File: src/rtl/core/assert_macros.svh
// Assertion macros used by the decoder RTL.
// Each macro expects clk and arst_n in the scope where it is used.
`ifndef ASSERT_MACROS_SVH
`define ASSERT_MACROS_SVH

// Property checked on every rising clock edge outside reset.
`define DQD_ASSERT(lbl, prop, msg) \
	lbl: assert property (@(posedge clk) disable iff (!arst_n) (prop)) else $error(msg);

// Consequent must hold in the cycle after the antecedent.
`define DQD_ASSERT_NEXT(lbl, ante, cons, msg) \
	lbl: assert property (@(posedge clk) disable iff (!arst_n) (ante) |=> (cons)) \
		else $error(msg);

`endif

File: src/rtl/core/dqd_pkg.sv
// Shared types, codes and the phase step table of the dual quadrature decoder.
// No dependencies.
package dqd_pkg;

	localparam int CNT_W     = 16;
	localparam int PCT_W     = 7;
	localparam int DVD_W     = 23;
	localparam int PCT_SCALE = 100;
	localparam int PCT_MAX   = 100;
	localparam logic [CNT_W-1:0] MAX_RESET = 16'd1000;

	localparam logic [1:0] OP_SAMPLE = 2'd0;
	localparam logic [1:0] OP_ZERO1  = 2'd1;
	localparam logic [1:0] OP_ZERO2  = 2'd2;

	localparam logic REG_MAX_A = 1'b0;
	localparam logic REG_MAX_B = 1'b1;

	typedef enum logic [1:0] {
		STEP_NONE = 2'd0,
		STEP_UP   = 2'd1,
		STEP_DOWN = 2'd2,
		STEP_BAD  = 2'd3
	} step_t;

	// phase codes are {B, A}
	function automatic step_t step_code(input logic [1:0] now, input logic [1:0] last);
		step_t s;
		case ({now, last})
			4'd0:    s = STEP_NONE;
			4'd1:    s = STEP_UP;
			4'd2:    s = STEP_DOWN;
			4'd3:    s = STEP_BAD;
			4'd4:    s = STEP_DOWN;
			4'd5:    s = STEP_NONE;
			4'd6:    s = STEP_BAD;
			4'd7:    s = STEP_UP;
			4'd8:    s = STEP_UP;
			4'd9:    s = STEP_BAD;
			4'd10:   s = STEP_NONE;
			4'd11:   s = STEP_DOWN;
			4'd12:   s = STEP_BAD;
			4'd13:   s = STEP_DOWN;
			4'd14:   s = STEP_UP;
			default: s = STEP_NONE;
		endcase
		return s;
	endfunction

endpackage

File: src/rtl/core/dqd_track.sv
// One quadrature channel: last phase, clamped count, invalid step flag.
// Depends on dqd_pkg.
module dqd_track (
	input  logic                      clk,
	input  logic                      arst_n,
	input  logic                      sample_en,
	input  logic                      zero_en,
	input  logic [1:0]                phase,
	input  logic [dqd_pkg::CNT_W-1:0] max_count,
	output logic [dqd_pkg::CNT_W-1:0] count,
	output logic                      bad
);
	import dqd_pkg::*;

	logic [CNT_W-1:0] count_q;
	logic [1:0]       last_q;
	step_t            code;
	logic [CNT_W:0]   nxt;
	logic [CNT_W-1:0] clamped;

	always_comb begin
		code = step_code(phase, last_q);
		case (code)
			STEP_UP:   nxt = {1'b0, count_q} + (CNT_W+1)'(1);
			STEP_DOWN: nxt = (count_q == '0) ? '0 : {1'b0, count_q} - (CNT_W+1)'(1);
			default:   nxt = {1'b0, count_q};
		endcase
		clamped = (nxt > {1'b0, max_count}) ? max_count : nxt[CNT_W-1:0];
	end

	assign bad   = sample_en && (code == STEP_BAD);
	assign count = count_q;

	always_ff @(posedge clk or negedge arst_n) begin
		if (!arst_n) begin
			count_q <= CNT_W'(1);
			last_q  <= 2'd0;
		end else if (sample_en) begin
			count_q <= clamped;
			last_q  <= phase;
		end else if (zero_en) begin
			count_q <= CNT_W'(1);
		end
	end

endmodule

File: src/rtl/core/dqd_serdiv.sv
// Bit-serial restoring divider, one quotient bit per cycle.
// Depends on dqd_pkg.
module dqd_serdiv (
	input  logic                      clk,
	input  logic                      arst_n,
	input  logic                      start,
	input  logic [dqd_pkg::DVD_W-1:0] dividend,
	input  logic [dqd_pkg::CNT_W-1:0] divisor,
	output logic                      done,
	output logic [dqd_pkg::DVD_W-1:0] quotient
);
	import dqd_pkg::*;

	localparam int CW = $clog2(DVD_W + 1);

	logic [DVD_W-1:0] dvd_q;
	logic [CNT_W-1:0] rem_q;
	logic [CNT_W-1:0] dvr_q;
	logic [CW-1:0]    cnt_q;
	logic             run_q;
	logic             done_q;
	logic [CNT_W:0]   trial;
	logic [CNT_W:0]   diff;
	logic             fits;

	assign trial    = {rem_q, dvd_q[DVD_W-1]};
	assign diff     = trial - {1'b0, dvr_q};
	assign fits     = trial >= {1'b0, dvr_q};
	assign done     = done_q;
	assign quotient = dvd_q;

	always_ff @(posedge clk or negedge arst_n) begin
		if (!arst_n) begin
			run_q  <= 1'b0;
			cnt_q  <= '0;
			done_q <= 1'b0;
		end else begin
			done_q <= run_q && (cnt_q == CW'(1));
			if (start) begin
				run_q <= 1'b1;
				cnt_q <= CW'(DVD_W);
			end else if (run_q) begin
				cnt_q <= cnt_q - CW'(1);
				if (cnt_q == CW'(1))
					run_q <= 1'b0;
			end
		end
	end

	always_ff @(posedge clk) begin
		if (start) begin
			dvd_q <= dividend;
			rem_q <= '0;
			dvr_q <= divisor;
		end else if (run_q) begin
			dvd_q <= {dvd_q[DVD_W-2:0], fits};
			rem_q <= fits ? diff[CNT_W-1:0] : trial[CNT_W-1:0];
		end
	end

endmodule

File: src/rtl/core/dual_quadrature_decoder.sv
// Dual 4x quadrature decoder with serial percent and target scaling.
// An accepted word passes LOAD (divider start), DIV (until the dividers finish) and WAIT (output register load).
// A new word is accepted only in IDLE, once the previous result has entered the output register.
// The output register lets a result wait while the next word is taken in.
// Reset (arst_n, async low): counts 1, last phases 0, glitch total 0, maxima 1000.
// Depends on dqd_pkg, dqd_track, dqd_serdiv, assert_macros.svh.
`include "assert_macros.svh"
module dual_quadrature_decoder (
	input  logic        clk,
	input  logic        arst_n,
	input  logic        cfg_we,
	input  logic        cfg_index,
	input  logic [15:0] cfg_data,
	input  logic        s_tvalid,
	output logic        s_tready,
	// [0] enc1_phase_a, [1] enc1_phase_b, [2] enc2_phase_a, [3] enc2_phase_b,
	// [4] limit1_n, [5] limit2_n, [13:6] target_percent, [15:14] zero
	input  logic [15:0] s_tdata,
	// [1:0] operation
	input  logic [1:0]  s_tuser,
	output logic        m_tvalid,
	input  logic        m_tready,
	// [15:0] count_one, [31:16] count_two, [38:32] percent_one, [45:39] percent_two,
	// [61:46] glitch_total, [62] at_limit_one, [63] at_limit_two,
	// [79:64] target_count_one, [95:80] target_count_two
	output logic [95:0] m_tdata
);
	import dqd_pkg::*;

	localparam logic [1:0] ST_IDLE = 2'd0;
	localparam logic [1:0] ST_LOAD = 2'd1;
	localparam logic [1:0] ST_DIV  = 2'd2;
	localparam logic [1:0] ST_WAIT = 2'd3;

	logic [1:0]       state_q;
	logic [CNT_W-1:0] max_a_q, max_b_q;
	logic [CNT_W-1:0] glitch_q;
	logic [PCT_W-1:0] pct_sat_q;
	logic             lim1_q, lim2_q;
	logic             maxz1_q, maxz2_q;
	logic             m_valid_q;
	logic [95:0]      m_data_q;

	logic             accept, start, load_out;
	logic             bad1, bad2;
	logic [CNT_W-1:0] count_one, count_two;
	logic [PCT_W-1:0] pct_in;
	logic [DVD_W-1:0] q_p1, q_p2, q_t1, q_t2;
	logic             done_p1, done_p2, done_t1, done_t2;
	logic [PCT_W-1:0] percent_one, percent_two;

	assign s_tready = (state_q == ST_IDLE);
	assign accept   = s_tvalid && s_tready;
	assign start    = (state_q == ST_LOAD);
	assign load_out = (state_q == ST_WAIT) && (!m_valid_q || m_tready);
	assign pct_in   = (s_tdata[13:6] > 8'(PCT_MAX)) ? PCT_W'(PCT_MAX) : s_tdata[12:6];

	dqd_track u_track1 (
		.clk       (clk),
		.arst_n    (arst_n),
		.sample_en (accept && (s_tuser == OP_SAMPLE)),
		.zero_en   (accept && (s_tuser == OP_ZERO1)),
		.phase     (s_tdata[1:0]),
		.max_count (max_a_q),
		.count     (count_one),
		.bad       (bad1)
	);

	dqd_track u_track2 (
		.clk       (clk),
		.arst_n    (arst_n),
		.sample_en (accept && (s_tuser == OP_SAMPLE)),
		.zero_en   (accept && (s_tuser == OP_ZERO2)),
		.phase     (s_tdata[3:2]),
		.max_count (max_b_q),
		.count     (count_two),
		.bad       (bad2)
	);

	dqd_serdiv u_div_p1 (
		.clk      (clk),
		.arst_n   (arst_n),
		.start    (start),
		.dividend (DVD_W'(count_one) * DVD_W'(PCT_SCALE)),
		.divisor  (max_a_q),
		.done     (done_p1),
		.quotient (q_p1)
	);

	dqd_serdiv u_div_p2 (
		.clk      (clk),
		.arst_n   (arst_n),
		.start    (start),
		.dividend (DVD_W'(count_two) * DVD_W'(PCT_SCALE)),
		.divisor  (max_b_q),
		.done     (done_p2),
		.quotient (q_p2)
	);

	dqd_serdiv u_div_t1 (
		.clk      (clk),
		.arst_n   (arst_n),
		.start    (start),
		.dividend (DVD_W'(pct_sat_q) * DVD_W'(max_a_q)),
		.divisor  (CNT_W'(PCT_SCALE)),
		.done     (done_t1),
		.quotient (q_t1)
	);

	dqd_serdiv u_div_t2 (
		.clk      (clk),
		.arst_n   (arst_n),
		.start    (start),
		.dividend (DVD_W'(pct_sat_q) * DVD_W'(max_b_q)),
		.divisor  (CNT_W'(PCT_SCALE)),
		.done     (done_t2),
		.quotient (q_t2)
	);

	always_comb begin
		if (maxz1_q)
			percent_one = '0;
		else if (q_p1 > DVD_W'(PCT_MAX))
			percent_one = PCT_W'(PCT_MAX);
		else
			percent_one = q_p1[PCT_W-1:0];
		if (maxz2_q)
			percent_two = '0;
		else if (q_p2 > DVD_W'(PCT_MAX))
			percent_two = PCT_W'(PCT_MAX);
		else
			percent_two = q_p2[PCT_W-1:0];
	end

	always_ff @(posedge clk or negedge arst_n) begin
		if (!arst_n) begin
			state_q   <= ST_IDLE;
			max_a_q   <= MAX_RESET;
			max_b_q   <= MAX_RESET;
			glitch_q  <= '0;
			m_valid_q <= 1'b0;
		end else begin
			if (cfg_we) begin
				case (cfg_index)
					REG_MAX_A: max_a_q <= cfg_data;
					REG_MAX_B: max_b_q <= cfg_data;
					default:   max_a_q <= max_a_q;
				endcase
			end
			if (accept)
				glitch_q <= glitch_q + CNT_W'(bad1) + CNT_W'(bad2);
			case (state_q)
				ST_IDLE: if (accept) state_q <= ST_LOAD;
				ST_LOAD: state_q <= ST_DIV;
				ST_DIV:  if (done_p1) state_q <= ST_WAIT;
				ST_WAIT: if (load_out) state_q <= ST_IDLE;
				default: state_q <= ST_IDLE;
			endcase
			if (load_out)
				m_valid_q <= 1'b1;
			else if (m_tready)
				m_valid_q <= 1'b0;
		end
	end

	always_ff @(posedge clk) begin
		if (accept) begin
			pct_sat_q <= pct_in;
			lim1_q    <= ~s_tdata[4];
			lim2_q    <= ~s_tdata[5];
		end
		if (start) begin
			maxz1_q <= (max_a_q == '0);
			maxz2_q <= (max_b_q == '0);
		end
		if (load_out)
			m_data_q <= {q_t2[CNT_W-1:0], q_t1[CNT_W-1:0], lim2_q, lim1_q, glitch_q,
				percent_two, percent_one, count_two, count_one};
	end

	assign m_tvalid = m_valid_q;
	assign m_tdata  = m_data_q;

	`DQD_ASSERT_NEXT(a_accept_loads, accept, state_q == ST_LOAD, "accept did not start a load")
	`DQD_ASSERT(a_done_in_div, (done_p1 || done_p2 || done_t1 || done_t2) |-> (state_q == ST_DIV && done_p1 && done_p2 && done_t1 && done_t2), "divider lanes out of step")
	`DQD_ASSERT_NEXT(a_glitch_hold, !accept, $stable(glitch_q), "glitch total moved without a word")
	`DQD_ASSERT(a_pct_range, m_tvalid |-> (m_tdata[38:32] <= 7'd100 && m_tdata[45:39] <= 7'd100), "percent above full scale")

endmodule

File: config.mk
export PLATFORM = sky130hd
export DESIGN_NAME = dual_quadrature_decoder
export DESIGN_NICKNAME = d
export VERILOG_FILES = /design/src/rtl/core/dqd_pkg.sv /design/src/rtl/core/dqd_track.sv /design/src/rtl/core/dqd_serdiv.sv /design/src/rtl/core/dual_quadrature_decoder.sv
export VERILOG_INCLUDE_DIRS = /design/src /design/src/rtl/core
export SDC_FILE = /design/constraint.sdc
export NUM_CORES = 1
export LEC_CHECK = 0
export BUFFER_PORTS_ARGS = -buffer_cell sky130_fd_sc_hd__buf_2
export CORE_MARGIN = 5
export CORE_UTILIZATION = 58
export DETAILED_ROUTE_END_ITERATION = 10
export PLACE_DENSITY_LB_ADDON = 0.08
export SLEW_MARGIN = 5
export SYNTH_ARGS = -nofsm -noshare
export SYNTH_HDL_FRONTEND = slang
export SYNTH_HIERARCHICAL = 1
export SYNTH_SLANG_ARGS = --single-unit
export TNS_END_PERCENT = 20
File: constraint.sdc
create_clock -name clk -period 5.23 [get_ports clk]
set_clock_uncertainty 0.2 [all_clocks]
set_input_delay 1.046 -clock clk [delete_from_list [all_inputs] [get_ports clk]]
set_output_delay 1.046 -clock clk [all_outputs]
set_load 0.05 [all_outputs]
==> flow_metrics.env <==
export IMPL_status="finished, violations left"
export IMPL_violations="setup timing"
export IMPL_drc_errors=0
export IMPL_setup_ws_ns=-0.1358
export IMPL_routed_via_density=5.810
export IMPL_clock_latency_ns=0.60
export IMPL_synthCells=3414
export IMPL_rsz0062_at_grt="true"
export IMPL_crit_type="reg2reg"
export IMPL_crit_slowest_cell="fa_1"
export IMPL_die_area_sq_mm=0.06401
export IMPL_grt_pass1_wl_mm=142.7
export IMPL_dpl_hpwl_mm=64.93
export IMPL_port_buffers=135
export IMPL_worst_ep_arrival_time_ns=5.50
export IMPL_max_freq_ghz=0.1864
export IMPL_drt_initial_drc_count=1943
export IMPL_rows=89
export IMPL_placed_area_sq_mm=0.03730
export IMPL_die_w_um=253.0
export IMPL_fin_area_sq_mm=0.03978
export IMPL_antenna_found_initial=3
export IMPL_syn_area_per_cell_sq_um=10.03
export IMPL_wl_mm=87.62
export IMPL_final_max_slew_viol_count=0
export IMPL_area_growth_pct=16.14
export IMPL_worstMarginPinSlew_ns=1.170
export IMPL_setup_violations_final=8
export IMPL_multi_input_area_sq_mm=0.02063
export IMPL_grt_max_degree=80
export IMPL_syn_area_sq_mm=0.03425
export IMPL_worst_setup_path_end_kind="flip-flop"
export IMPL_dr_pass1_iters=7
export IMPL_final_seq_area_sq_mm=0.01200
export IMPL_use_met3_pct=3.513
export IMPL_path_buf_inv=5
export IMPL_cap_violations=0
export IMPL_wl_per_cell_um=19.08
export IMPL_cts_buffers=49
export IMPL_period_needed_ns=5.366
export IMPL_numClockSinks=439
export IMPL_clockBufferDepth=3
export IMPL_gp_congestion=0.9173
export IMPL_initial_core_util_pct=58.25
export IMPL_crit_family="adder cells"
export IMPL_cp_cell_sequence="buf_6, buf_6, buf_6, and2_4, fa_1, fa_2, fa_1, inv_2, fa_1, inv_2, ha_4, and3_4, nand2_4, o31a_4, mux2i_1, or4_1, mux2_4"
export IMPL_start_kind="flip-flop"
export IMPL_hp_class="reg2reg"
export IMPL_grt_usage_pct=27.01
export IMPL_gr_total_overflow=0
export IMPL_fin_crit_sh_pct=102.6
export IMPL_cpPeakStageDelay_ns=0.54
export IMPL_use_met1_pct=37.02
export IMPL_fillers=4649
export IMPL_h_tree_depth=2
export IMPL_synth_warnings=6
export IMPL_core_area_sq_mm=0.05880
export IMPL_clockRootBuffer="clkbuf_16"
export IMPL_path_clk_slew_ns=0.06
export IMPL_finalHoldViolations=0
export IMPL_slew_headroom_pct=21.72
export IMPL_cts_tree="yes"
export IMPL_vias=26680
export IMPL_top_level_ports=138
export IMPL_layout_nets=4291
export IMPL_ant_nets=0
export IMPL_use_met2_pct=45.59
export IMPL_die_h_um=253.0
export IMPL_crit_path_max_fanout=6
export IMPL_required_ns=5.37
export IMPL_first_global_vias=27530
export IMPL_busiest_layer="met2"
export IMPL_drive_gt1_share_pct=20.61
export IMPL_ctsHoldBuffers=0
-- through the flow --
stage          worst slack (ns)  setup TNS, ns  utilization, %  hold WS, ns  instances
2_1_floorplan           -0.1070        -0.2492               -       0.2003       3448
3_3_place_gp            -0.2823         -4.802           63.44       0.2019       4472
3_5_place_dp            -0.3473         -5.591           63.44       0.2164       4472
4_1_cts                 -0.2046        -0.8683           67.12       0.2315       4583
5_1_grt                 -0.2318         -2.747           67.65       0.2469       4591
6_report                -0.1358        -0.5401           67.65       0.2283       4592
-- layer usage --
| metal | routed length [um] | part of all wire, % |
|---|---|---|
| met5 | 0 | 0 |
| met4 | 2251 | 2.6 |
| met3 | 4219 | 4.8 |
| met2 | 42510 | 49 |
| met1 | 38640 | 44 |
-- worst paths after layout --
path,from,end,slack (ns),cells past startpoint
max,pct_sat_q[1],u_div_t1/quotient[21],-0.14,17
min,lim2_q,m_tdata[63],0.23,0
max reg2reg,pct_sat_q[1],u_div_t1/quotient[21],-0.14,17
min reg2reg,lim2_q,m_tdata[63],0.23,0
max in group asynchronous,arst_n,max_a_q[3],3.63,2
min in group asynchronous,arst_n,u_track2/last_q[0],0.30,1
-- layout make-up --
cell class	instances	area share, %
Timing Repair Buffer	411	7.225
Antenna cell	1	0.006291
Tap cell	773	2.432
Clock buffer	63	3.397
Clock inverter	29	0.9625
Inverter	419	3.954
Multi-Input combinational cell	2457	51.86
Sequential cell	439	30.17
-- cell usage in the layout, fill, tap and decap left out, types with 44 or more instances in the layout --
cell type / n
a21o_1: 50
a21oi_1: 116
and2_1: 182
buf_2: 136
buf_4: 250
clkbuf_16: 51
dfrtp_1: 98
dfxtp_1: 64
edfxtp_1: 263
fa_1: 158
ha_1: 290
inv_1: 399
mux2_2: 119
mux2i_1: 60
nand2_1: 298
nand2b_1: 47
nand3_1: 84
nand4_1: 55
nor2_1: 144
nor3_1: 44
o21ai_0: 87
o21ai_1: 55
xnor2_1: 87
xor2_1: 53
-- state kept, by name (all words and copies together), names as in the netlist, 7 cells and up --
signal and flops:
glitch_q 16, m_tdata 96, max_a_q 16, max_b_q 16, pct_sat_q 7, u_div_p1/dvr_q 16
u_div_p1/quotient 23, u_div_p1/rem_q 16, u_div_p2/dvr_q 16, u_div_p2/quotient 23, u_div_p2/rem_q 16, u_div_t1/dvr_q 16
u_div_t1/quotient 23, u_div_t1/rem_q 16, u_div_t2/dvr_q 16, u_div_t2/quotient 23, u_div_t2/rem_q 16, u_track1/count 16
u_track2/count 16
-- what timing repair did --
action,CTS,global route
pin swaps,57,73
buffers inserted,17,7
endpoints found under the setup margin,21,23
gates cloned,2,1
gates resized for setup,61,69
Power is not shown: default switching activity piles up to over one toggle a cycle in this logic, so the estimate is an artifact.
